<file path="src/hdl/ratc_pkg.sv">
package ratc_pkg;

  localparam int unsigned IndexBitsDef = 16;
  localparam int unsigned SetBitsDef   = 16;

  localparam int unsigned KindW = 3;
  localparam int unsigned CharW = 21;
  localparam int unsigned SetW  = 16;
  localparam int unsigned CmdW  = 16;
  localparam int unsigned ErrW  = 3;

  // Lexeme kinds.
  localparam logic [KindW-1:0] TokOpen   = 3'd0;
  localparam logic [KindW-1:0] TokClose  = 3'd1;
  localparam logic [KindW-1:0] TokOr     = 3'd2;
  localparam logic [KindW-1:0] TokChar   = 3'd3;
  localparam logic [KindW-1:0] TokClass  = 3'd4;
  localparam logic [KindW-1:0] TokCompl  = 3'd5;
  localparam logic [KindW-1:0] TokEnd    = 3'd6;
  localparam logic [KindW-1:0] TokUnused = 3'd7;

  // Result item kinds.
  localparam logic [KindW-1:0] ItemErr   = 3'd0;
  localparam logic [KindW-1:0] ItemChar  = 3'd1;
  localparam logic [KindW-1:0] ItemClass = 3'd2;
  localparam logic [KindW-1:0] ItemCompl = 3'd3;
  localparam logic [KindW-1:0] ItemMulti = 3'd4;
  localparam logic [KindW-1:0] ItemOr    = 3'd5;

  // Error codes.
  localparam logic [ErrW-1:0] ErrNone       = 3'd0;
  localparam logic [ErrW-1:0] ErrNoOpen     = 3'd1;
  localparam logic [ErrW-1:0] ErrExpElem    = 3'd2;
  localparam logic [ErrW-1:0] ErrExpElemCls = 3'd3;
  localparam logic [ErrW-1:0] ErrCompl      = 3'd4;
  localparam logic [ErrW-1:0] ErrEnd        = 3'd5;

  typedef struct packed {
    logic [KindW-1:0] token_kind;
    logic [CharW-1:0] char_code;
    logic [SetW-1:0]  class_index;
  } ratc_in_t;

  typedef struct packed {
    logic [KindW-1:0] item_kind;
    logic [CmdW-1:0]  command_index;
    logic [CharW-1:0] char_out;
    logic [SetW-1:0]  set_out;
    logic [CmdW-1:0]  first_arg;
    logic [CmdW-1:0]  second_arg;
    logic [ErrW-1:0]  error_code;
    logic             expr_done;
    logic             last_item;
  } ratc_out_t;

endpackage

</file>
<file path="src/hdl/regex_alternation_token_compiler_core.sv">
// A lexeme is registered in the input register at its transfer; its results are written into the
// result buffer once that buffer is free, and the single result port delivers one result per
// cycle while out_stall_i is low, from a three-entry result buffer.
// The next lexeme is taken into the input register while earlier results are still delivered.
// Reset clears the parse state, the command counter and all valid flags at once;
// there is no clearing pass.
module regex_alternation_token_compiler_core
  import ratc_pkg::*;
#(
  parameter int unsigned INDEX_BITS = IndexBitsDef,
  parameter int unsigned SET_BITS   = SetBitsDef
) (
  input  logic      clk_i,
  input  logic      rst_ni,
  input  logic      in_valid_i,
  output logic      in_stall_o,
  input  ratc_in_t  in_data_i,
  output logic      out_valid_o,
  input  logic      out_stall_i,
  output ratc_out_t out_data_o
);

  localparam logic [SetW-1:0] SetMask =
      (SET_BITS >= SetW) ? {SetW{1'b1}} : SetW'((64'd1 << SET_BITS) - 64'd1);

  typedef enum logic [1:0] {
    PsBeginExpr   = 2'd0,
    PsBeginConcat = 2'd1,
    PsConcat      = 2'd2
  } ps_e;

  typedef logic [INDEX_BITS-1:0] idx_t;

  // Input register.
  logic     tok_valid_q, tok_valid_d;
  ratc_in_t tok_q;

  // Result buffer.
  ratc_out_t  slot_q [3];
  ratc_out_t  slot_d [3];
  logic [1:0] cnt_q, cnt_d;
  logic [1:0] rd_q, rd_d;

  // Parse state.
  ps_e        ps_q, ps_d;
  idx_t       ni_q, ni_d;
  idx_t       rs_q, rs_d;
  logic [1:0] rl_q, rl_d;
  logic       os_q, os_d;
  idx_t       lo_q, lo_d;

  logic accept, out_take, buf_free, process;

  assign out_valid_o = (cnt_q != 2'd0);
  assign out_take    = out_valid_o && !out_stall_i;
  assign buf_free    = (cnt_q == 2'd0) || ((cnt_q == 2'd1) && out_take);
  assign process     = tok_valid_q && buf_free;
  assign in_stall_o  = tok_valid_q && !buf_free;
  assign accept      = in_valid_i && !in_stall_o;

  always_comb begin
    case (rd_q)
      2'd1:    out_data_o = slot_q[1];
      2'd2:    out_data_o = slot_q[2];
      default: out_data_o = slot_q[0];
    endcase
  end

  // Per-lexeme decode: which results this lexeme produces and the next parse state.
  logic            elem, done, start;
  logic            e1_en, c_en, cm_en, cr_en, mc_en, or_en;
  logic [ErrW-1:0] e1_code;
  idx_t            ni_b, last_idx;
  ratc_out_t       cand [5];
  logic [4:0]      cand_en;
  ratc_out_t       new_slot [3];
  logic [2:0]      n_new;

  always_comb begin
    elem    = (tok_q.token_kind inside {TokChar, TokClass, TokCompl});
    done    = 1'b0;
    start   = 1'b0;
    e1_en   = 1'b0;
    e1_code = ErrNone;
    c_en    = 1'b0;
    cr_en   = 1'b0;
    ps_d    = ps_q;
    rs_d    = rs_q;
    rl_d    = rl_q;
    os_d    = os_q;
    lo_d    = lo_q;

    if (tok_q.token_kind == TokUnused) begin
      // Ignored lexeme: no results, no state change.
    end else if (tok_q.token_kind == TokEnd) begin
      e1_en   = 1'b1;
      e1_code = ErrEnd;
      cr_en   = (ps_q == PsBeginConcat) || (ps_q == PsConcat);
      done    = 1'b1;
    end else begin
      case (ps_q)
        PsBeginConcat: begin
          if (elem) begin
            c_en  = 1'b1;
            start = 1'b1;
          end else begin
            e1_en   = 1'b1;
            e1_code = ErrExpElem;
            done    = (tok_q.token_kind == TokClose);
          end
        end
        PsConcat: begin
          if (elem) begin
            c_en = 1'b1;
            rl_d = rl_q[1] ? 2'd2 : rl_q + 2'd1;
          end else if (tok_q.token_kind == TokOr) begin
            cr_en = 1'b1;
            rl_d  = 2'd0;
            ps_d  = PsBeginConcat;
          end else if (tok_q.token_kind == TokClose) begin
            cr_en = 1'b1;
            done  = 1'b1;
          end else begin
            e1_en   = 1'b1;
            e1_code = ErrExpElemCls;
          end
        end
        default: begin
          ps_d = PsBeginConcat;
          if (tok_q.token_kind != TokOpen) begin
            e1_en   = 1'b1;
            e1_code = ErrNoOpen;
            // An element without an open brace is taken again as the first element.
            if (elem) begin
              c_en  = 1'b1;
              start = 1'b1;
            end else begin
              done = (tok_q.token_kind == TokClose);
            end
          end
        end
      endcase
    end

    cm_en = c_en && (tok_q.token_kind == TokCompl);
    mc_en = cr_en && rl_q[1];
    or_en = cr_en && os_q;

    ni_b     = ni_q + idx_t'(mc_en);
    last_idx = ni_b - idx_t'(1);
    ni_d     = ni_b + idx_t'(or_en) + idx_t'(c_en);

    if (start) begin
      rs_d = ni_q;
      rl_d = 2'd1;
      ps_d = PsConcat;
    end

    if (cr_en) begin
      if (!os_q) begin
        os_d = 1'b1;
        lo_d = last_idx;
      end else begin
        lo_d = ni_b;
      end
    end

    if (done) begin
      ps_d = PsBeginExpr;
      rs_d = '0;
      rl_d = 2'd0;
      os_d = 1'b0;
      lo_d = '0;
    end

    // Candidate results in their order of emission.
    for (int i = 0; i < 5; i++) begin
      cand[i] = '0;
    end
    cand[0].item_kind  = ItemErr;
    cand[0].error_code = e1_code;
    cand[1].item_kind  = ItemErr;
    cand[1].error_code = ErrCompl;
    cand[2].command_index = CmdW'(ni_q);
    if (tok_q.token_kind == TokChar) begin
      cand[2].item_kind = ItemChar;
      cand[2].char_out  = tok_q.char_code;
    end else begin
      cand[2].item_kind = (tok_q.token_kind == TokClass) ? ItemClass : ItemCompl;
      cand[2].set_out   = tok_q.class_index & SetMask;
    end
    cand[3].item_kind     = ItemMulti;
    cand[3].command_index = CmdW'(ni_q);
    cand[3].first_arg     = CmdW'(rs_q);
    cand[3].second_arg    = CmdW'(ni_q - idx_t'(1));
    cand[4].item_kind     = ItemOr;
    cand[4].command_index = CmdW'(ni_b);
    cand[4].first_arg     = CmdW'(lo_q);
    cand[4].second_arg    = CmdW'(last_idx);
    cand_en = {or_en, mc_en, c_en, cm_en, e1_en};
  end

  // Pack the enabled candidates into the buffer entries and flag the last one.
  always_comb begin
    for (int j = 0; j < 3; j++) begin
      new_slot[j] = '0;
    end
    n_new = 3'd0;
    for (int i = 0; i < 5; i++) begin
      if (cand_en[i]) begin
        if (n_new < 3'd3) begin
          new_slot[n_new[1:0]] = cand[i];
        end
        n_new = n_new + 3'd1;
      end
    end
    for (int j = 0; j < 3; j++) begin
      new_slot[j].last_item = (n_new == 3'(j + 1));
      new_slot[j].expr_done = done && (n_new == 3'(j + 1));
    end
  end

  always_comb begin
    tok_valid_d = tok_valid_q;
    cnt_d       = cnt_q;
    rd_d        = rd_q;
    for (int j = 0; j < 3; j++) begin
      slot_d[j] = slot_q[j];
    end
    if (process) begin
      tok_valid_d = 1'b0;
      cnt_d       = n_new[1:0];
      rd_d        = 2'd0;
      for (int j = 0; j < 3; j++) begin
        slot_d[j] = new_slot[j];
      end
    end else if (out_take) begin
      cnt_d = cnt_q - 2'd1;
      rd_d  = rd_q + 2'd1;
    end
    if (accept) begin
      tok_valid_d = 1'b1;
    end
  end

  always_ff @(posedge clk_i or negedge rst_ni) begin
    if (!rst_ni) begin
      tok_valid_q <= 1'b0;
      tok_q       <= '0;
      cnt_q       <= 2'd0;
      rd_q        <= 2'd0;
      for (int j = 0; j < 3; j++) begin
        slot_q[j] <= '0;
      end
      ps_q        <= PsBeginExpr;
      ni_q        <= '0;
      rs_q        <= '0;
      rl_q        <= 2'd0;
      os_q        <= 1'b0;
      lo_q        <= '0;
    end else begin
      tok_valid_q <= tok_valid_d;
      if (accept) begin
        tok_q <= in_data_i;
      end
      cnt_q       <= cnt_d;
      rd_q        <= rd_d;
      for (int j = 0; j < 3; j++) begin
        slot_q[j] <= slot_d[j];
      end
      if (process) begin
        ps_q <= ps_d;
        ni_q <= ni_d;
        rs_q <= rs_d;
        rl_q <= rl_d;
        os_q <= os_d;
        lo_q <= lo_d;
      end
    end
  end

  // The read pointer and the remaining count never run past the three entries.
  a_buf_bounds: assert property (@(posedge clk_i) disable iff (!rst_ni)
    ({1'b0, cnt_q} + {1'b0, rd_q}) <= 3'd3)
    else $error("result buffer pointer overrun");

  // An error report carries a code and no command index.
  a_err_fields: assert property (@(posedge clk_i) disable iff (!rst_ni)
    (out_valid_o && (out_data_o.item_kind == ItemErr)) |->
      ((out_data_o.error_code != ErrNone) && (out_data_o.command_index == '0)))
    else $error("malformed error report");

  // A transfer that is not the last of its lexeme leaves more results behind.
  a_more_follow: assert property (@(posedge clk_i) disable iff (!rst_ni)
    (out_take && !out_data_o.last_item) |=> (cnt_q != 2'd0))
    else $error("result sequence cut short");

  // The last result of a lexeme empties the buffer unless a new lexeme is loaded.
  a_last_empties: assert property (@(posedge clk_i) disable iff (!rst_ni)
    (out_take && out_data_o.last_item && !tok_valid_q) |=> (cnt_q == 2'd0))
    else $error("results left after the last item");

  // A stalled input always has a lexeme waiting in the input register.
  a_stall_cause: assert property (@(posedge clk_i) disable iff (!rst_ni)
    in_stall_o |-> (tok_valid_q && (cnt_q != 2'd0)))
    else $error("input stalled without a pending lexeme");

endmodule

</file>
<file path="config.mk">
export PLATFORM = sky130hd
export DESIGN_NAME = regex_alternation_token_compiler_core
export DESIGN_NICKNAME = d
export VERILOG_FILES = /design/src/hdl/ratc_pkg.sv /design/src/hdl/regex_alternation_token_compiler_core.sv
export SDC_FILE = /design/constraint.sdc
export NUM_CORES = 1
export LEC_CHECK = 0
export BUFFER_PORTS_ARGS = -buffer_cell sky130_fd_sc_hd__clkbuf_2
export CAP_MARGIN = 20
export CORE_ASPECT_RATIO = 0.75
export CORE_UTILIZATION = 35
export CTS_BUF_LIST = sky130_fd_sc_hd__clkbuf_8
export DETAILED_ROUTE_END_ITERATION = 8
export SYNTH_ARGS = -nofsm -noshare
export SYNTH_HDL_FRONTEND = slang
export SYNTH_SLANG_ARGS = --single-unit
</file>
<file path="constraint.sdc">
create_clock -name clk_i -period 5 [get_ports clk_i]
set_input_delay 0.5 -clock clk_i [delete_from_list [all_inputs] [get_ports clk_i]]
set_output_delay 0.5 -clock clk_i [all_outputs]
set_load 0.05 [all_outputs]
</file>
# Word level (Yosys, flattened, before mapping)
# Index checks and enable logic that the tools add are counted.
[word_totals]
ff_bits = 377
word_cells = 220
in_bits = 44
[op_classes]
muxes = 95
n_eq_ne = 20
bitwise = 7
n_reduce_logical = 35
n_lt_le_gt_ge = 12
n_addsub = 12
[op_table]
columns = ["cell", "count"]
rows = [
  ["279-bit 2-to-1 mux", 8],
  ["279-bit bitwise mux", 3],
  ["93-bit demux with 2-bit select", 4],
  ["93-bit 2-to-1 mux", 4],
  ["276-bit AND", 1],
  ["276-bit inverter", 1],
  ["93-bit case mux with 2 select lines", 1],
  ["16-bit 2-to-1 mux", 6],
  ["16-bit by 1-bit adder with 16-bit output", 3],
  ["2-bit 2-to-1 mux", 23],
  ["1-bit 2-to-1 mux", 33],
  ["16-bit by 1-bit subtractor with 16-bit output (second input constant)", 2],
  ["21-bit 2-to-1 mux", 1],
  ["3-bit 2-to-1 mux", 6],
  ["1-bit logical AND", 15],
  ["3-bit by 1-bit adder with 3-bit output (second input constant)", 4],
  ["3-bit by 2-bit == test with 1-bit output (second input constant)", 4],
  ["3-bit == test (second input constant)", 4],
  ["3-bit greater-or-equal comparator (second input constant)", 4],
  ["3-bit by 1-bit less-than comparator with 1-bit output (second input constant)", 4],
  ["3-bit by 2-bit less-than comparator with 1-bit output (second input constant)", 4],
  ["2-bit inverter with 3-bit output", 4],
  ["2-bit nonzero test", 5],
  ["3-bit != test (second input constant)", 3],
  ["other kinds (21)", 34],
]

# Depth between registers and ports, before layout
[logic_depth]
depth_word = 26
mapped_depth = 20
mapped_depth_nobuf = 18

# Least setup slack after synthesis
# Ideal clock, no wire load.
[synth_path]
path_kind = "register to register"
from = "register ps_q[0]"
to = "register slot_q[188] (netlist bit)"
path_stages_with_launch = 16
synth_period_minus_slack_ns = 4.072
required_ns = 4.908
t_arrival_ns = 3.980
slack_ns = 0.928
path_cell_list = "dfrtp_1 inv_1 ha_1 or2_2 a21oi_1 a21oi_1 o21ai_0 fa_1 ha_1 mux2i_1 inv_1 ha_1 and4_4 buf_6 or4_4 o31ai_2"
[synth_via]
elab_chain_len = 23
[synth_rtl]
columns = ["element", "line_no", "text"]
rows = [
  ["start: declaration", "regex_alternation_token_compiler_core.sv:45", "ps_e ps_q, ps_d;"],
  ["start signal: assignment", "regex_alternation_token_compiler_core.sv:255", "ps_q <= PsBeginExpr;"],
  ["start signal: assignment", "regex_alternation_token_compiler_core.sv:272", "ps_q <= ps_d;"],
  ["parallel branches: the longest is 22 deep, another holds 3-bit by 1-bit adder with 3-bit output", "-", ""],
  ["279-bit 2-to-1 mux *", "regex_alternation_token_compiler_core.sv:210", "if (cand_en[i]) begin"],
  ["end signal: indexed assignment", "regex_alternation_token_compiler_core.sv:269", "slot_q[j] <= slot_d[j];"],
  ["end: declaration", "regex_alternation_token_compiler_core.sv:39", "ratc_out_t slot_q [3];"],
]
# Every way passes the cells marked *.
# A chain may end at the register's enable or synchronous reset.

# Worst setup path in the final report
[layout_path]
from = "register ps_q[0]"
to = "register slot_q[201] (netlist bit)"
# Same word-level chain as after synthesis.

==> results_dict.tcl <==
set metrics [dict create \
    placeableCoreArea_um2 54300 \
    hold_path.class "input pin to flop" \
    holdWs_ns 0.0647 \
    cts_buffer_depth 3 \
    swShare 0.486 \
    final_common_cell "dfrtp_1" \
    avgSynthCellArea_um2 9.32 \
    met1_usage 0.329 \
    path_clk_slew_ns 0.06 \
    synth_edf_count 0 \
    crit_required_ns 5.57 \
    setup_viol 0 \
    crit_path_start_kind "flop" \
    placed_area_um2 20700 \
    yosys_warnings 0 \
    vias_per_cell 5.66 \
    path_delay_family "simple AND/OR/NAND/NOR gates" \
    critical-path-max-stage-delay_ns 0.51 \
    fp.dieW_um 273 \
    synth_area_um2 19300 \
    r2r-end "slot_q[201]" \
    pre_cts_ws_ns 0.379 \
    syn2layout_area_growth_pct 14.0 \
    use_met3 0.0558 \
    initial_core_util 0.354 \
    port_buffers 138 \
    clk_latency_ns 0.69 \
    rows 74 \
    routedWlPerCell_um 21.0 \
    synth-main-ff-cell "dfrtp_1" \
    netlist_instances 2065 \
    rsz0062_at_grt "no" \
    drc_errors 0 \
    ant_nets 0 \
    intPower_mw 7.43 \
    final_core_util 0.404 \
    dp.final_hpwl_mm 39.1 \
    power_frac_seq 0.323 \
    cp_max_fo 12 \
    h-tree-depth 2 \
    finalCritPeriodShare 0.923 \
    r2r_start "ps_q[0]" \
    synth-simple-area-share 0.159 \
    status "completed" \
    top_usage_layer "met1" \
    dieHeight_um 205 \
    tritoncts "built" \
    min_to "tok_q[12]" \
    ios 139 \
    async_reset_ff_frac 1.00 \
    synth_top_family_by_area "compound AO/OA/AOI/OAI gates" \
    synth_seq_area_share 0.483 \
    ir_drop_mv 0.467 \
    power_leakage_nw 9.33 \
    ys_seq_elements 372 \
    grt_pass1_vias 15600 \
    tns_ns 0 \
    powerDensity_nw_per_um2 659 \
    cts_buffers 61 \
    ys_types 80 \
    holdPathStages 2 \
    drv_cap 0 \
    finClkSkew_ns 0.0609 \
    wirelength_mm 61.1 \
    grt_max_degree 122 \
    slowest_stage "or3_1" \
    antenna-diode-count 0 \
    antenna_found_initial 0 \
    die_area_um2 56000 \
    clkPwrFrac 0.189 \
    worst-path-buf-inv 4 \
    hold_start "in_data_i[12]" \
    cp.arrival_ns 5.18 \
    slew_headroom 0.329 \
    dr.pass1.iters 6 \
    p_sw_mw 7.02 \
    cp_cell_sequence "inv_1 > ha_1 > o32ai_4 > nand2_1 > inv_1 > ha_2 > ha_1 > buf_4 > inv_2 > or3_1 > xnor2_2 > nor4_1 > mux2i_1 > nand2_1 > o311ai_0" \
    grt-ovfl-total 0 \
    p_comb_frac 0.488 \
    root_buffer "clkbuf_8" \
    tightest_slew_ns 1.00 \
    critPathKind "flop to flop" \
    fin_area_um2 21900 \
    gp_congestion 0.917 \
    grt_pass1_wl_mm 94.2 \
    synth_nets 2133 \
    fin_crit_ns 4.62 \
    timing.final.ws_setup_ns 0.384 \
    synth_compound_area_frac 0.220 \
    slew_violations 0 \
    cts.sinks 372 \
    fmaxAchievable_ghz 0.217 \
    synthAdderAreaFrac 0.0164 \
    end_kind "flop" \
    use_met2 0.297 \
    drive_above_1_share 0.168 \
    synth_xor_area_frac 0.0478 \
    nets 2212 \
    dr.first_iter.drc_count 1731 \
    vias 16500 \
    r2r_cells 15 \
    synthMuxAreaShare 0.0288 \
    grt_use_total 0.216 \
    layout_common_cells "dfrtp_1 (372), nand2_1 (301), o21ai_0 (201)" \
    hold_violations 0 \
    rrSetupSlack_ns 0.38 \
]
[metrics by stage]
step / power [mW] / instances
floorplan: 9.61 / 2065
global placement: 11.6 / 2800
detailed placement: 11.7 / 2800
CTS: 14.5 / 2910
global route: 15.4 / 2911
finish: 14.5 / 2911
[state kept, by name, summed over array words and instances, names as in the netlist]
| signal | count |
|---|---|
| rs_q | 16 |
| lo_q | 16 |
| rl_q | 2 |
| tok_valid_q | 1 |
| ps_q | 2 |
| rd_q | 2 |
| cnt_q | 2 |
| ni_q | 16 |
| tok_q | 40 |
| os_q | 1 |
| slot_q | 274 |
[synth_stat cells, types with 31 or more instances]
library cell  number  area (µm²)
a22oi_1          102         766
mux2_2            43         484
a21oi_1           58         290
nand3_1           72         360
xnor2_1           69         604
nor2_1           150         563
xor2_1            31         272
a31oi_1           67         419
nand2_1          302        1130
o21ai_0          201        1010
a22o_1           138        1210
nor3_1            49         245
clkbuf_1         136         510
dfrtp_1          372        9310
[area by class of cell]
cell class                 count  area (µm²)
tap                          722         903
multi-input combinational   1480        9150
inverter                      29         109
sequential                   372        9310
clock inverter                31         166
fill                        5331       32400
timing repair buffer         200        1250
clock buffer                  77        1060
[power by group through the flow]
stage	clock network [mW]	logic (mW)	registers, mW
2_1_floorplan	0	5.22	4.39
3_3_place_gp	0	6.93	4.65
3_5_place_dp	0	7.01	4.69
4_1_cts	2.79	7.04	4.64
5_1_grt	2.91	7.67	4.78
6_report	2.73	7.06	4.66
[layer usage]
layer  up-vias  routed length (µm)
met4         0                1250
met3        89                5390
met2       626               25200
met1      8225               29200
li1       7533                   -
met5         -                   0
[how the worst max path moves through the flow]
stage                  endpoint  cells after the start     from
floorplan           slot_q[188]                     15  ps_q[0]
global placement     slot_q[13]                     15  ps_q[0]
detailed placement  slot_q[106]                     15  ps_q[0]
CTS                 slot_q[106]                     15  ps_q[0]
global route        slot_q[201]                     15  ps_q[0]
finish              slot_q[201]                     15  ps_q[0]
[what timing repair did]
item | CTS | global route
buffers inserted | 0 | 0
setup endpoints to repair | 0 | 8
hold buffers | 2 | 0
endpoints found under the hold margin | 107 | 0
resized for setup | 0 | 2
[kinds of logic (layout without fill, tap and decap cells)]
kind of cell	count (synthesis)	in the layout
adder cells (fa/ha/maj)	24	24
flip-flops	372	372
AO/OA/AOI/OAI	627	627
AND/OR/NAND/NOR	677	677
multiplexers	50	50
XOR/XNOR	102	102
buffers and inverters	213	337
No activity file was read; power rests on OpenSTA's default activity.
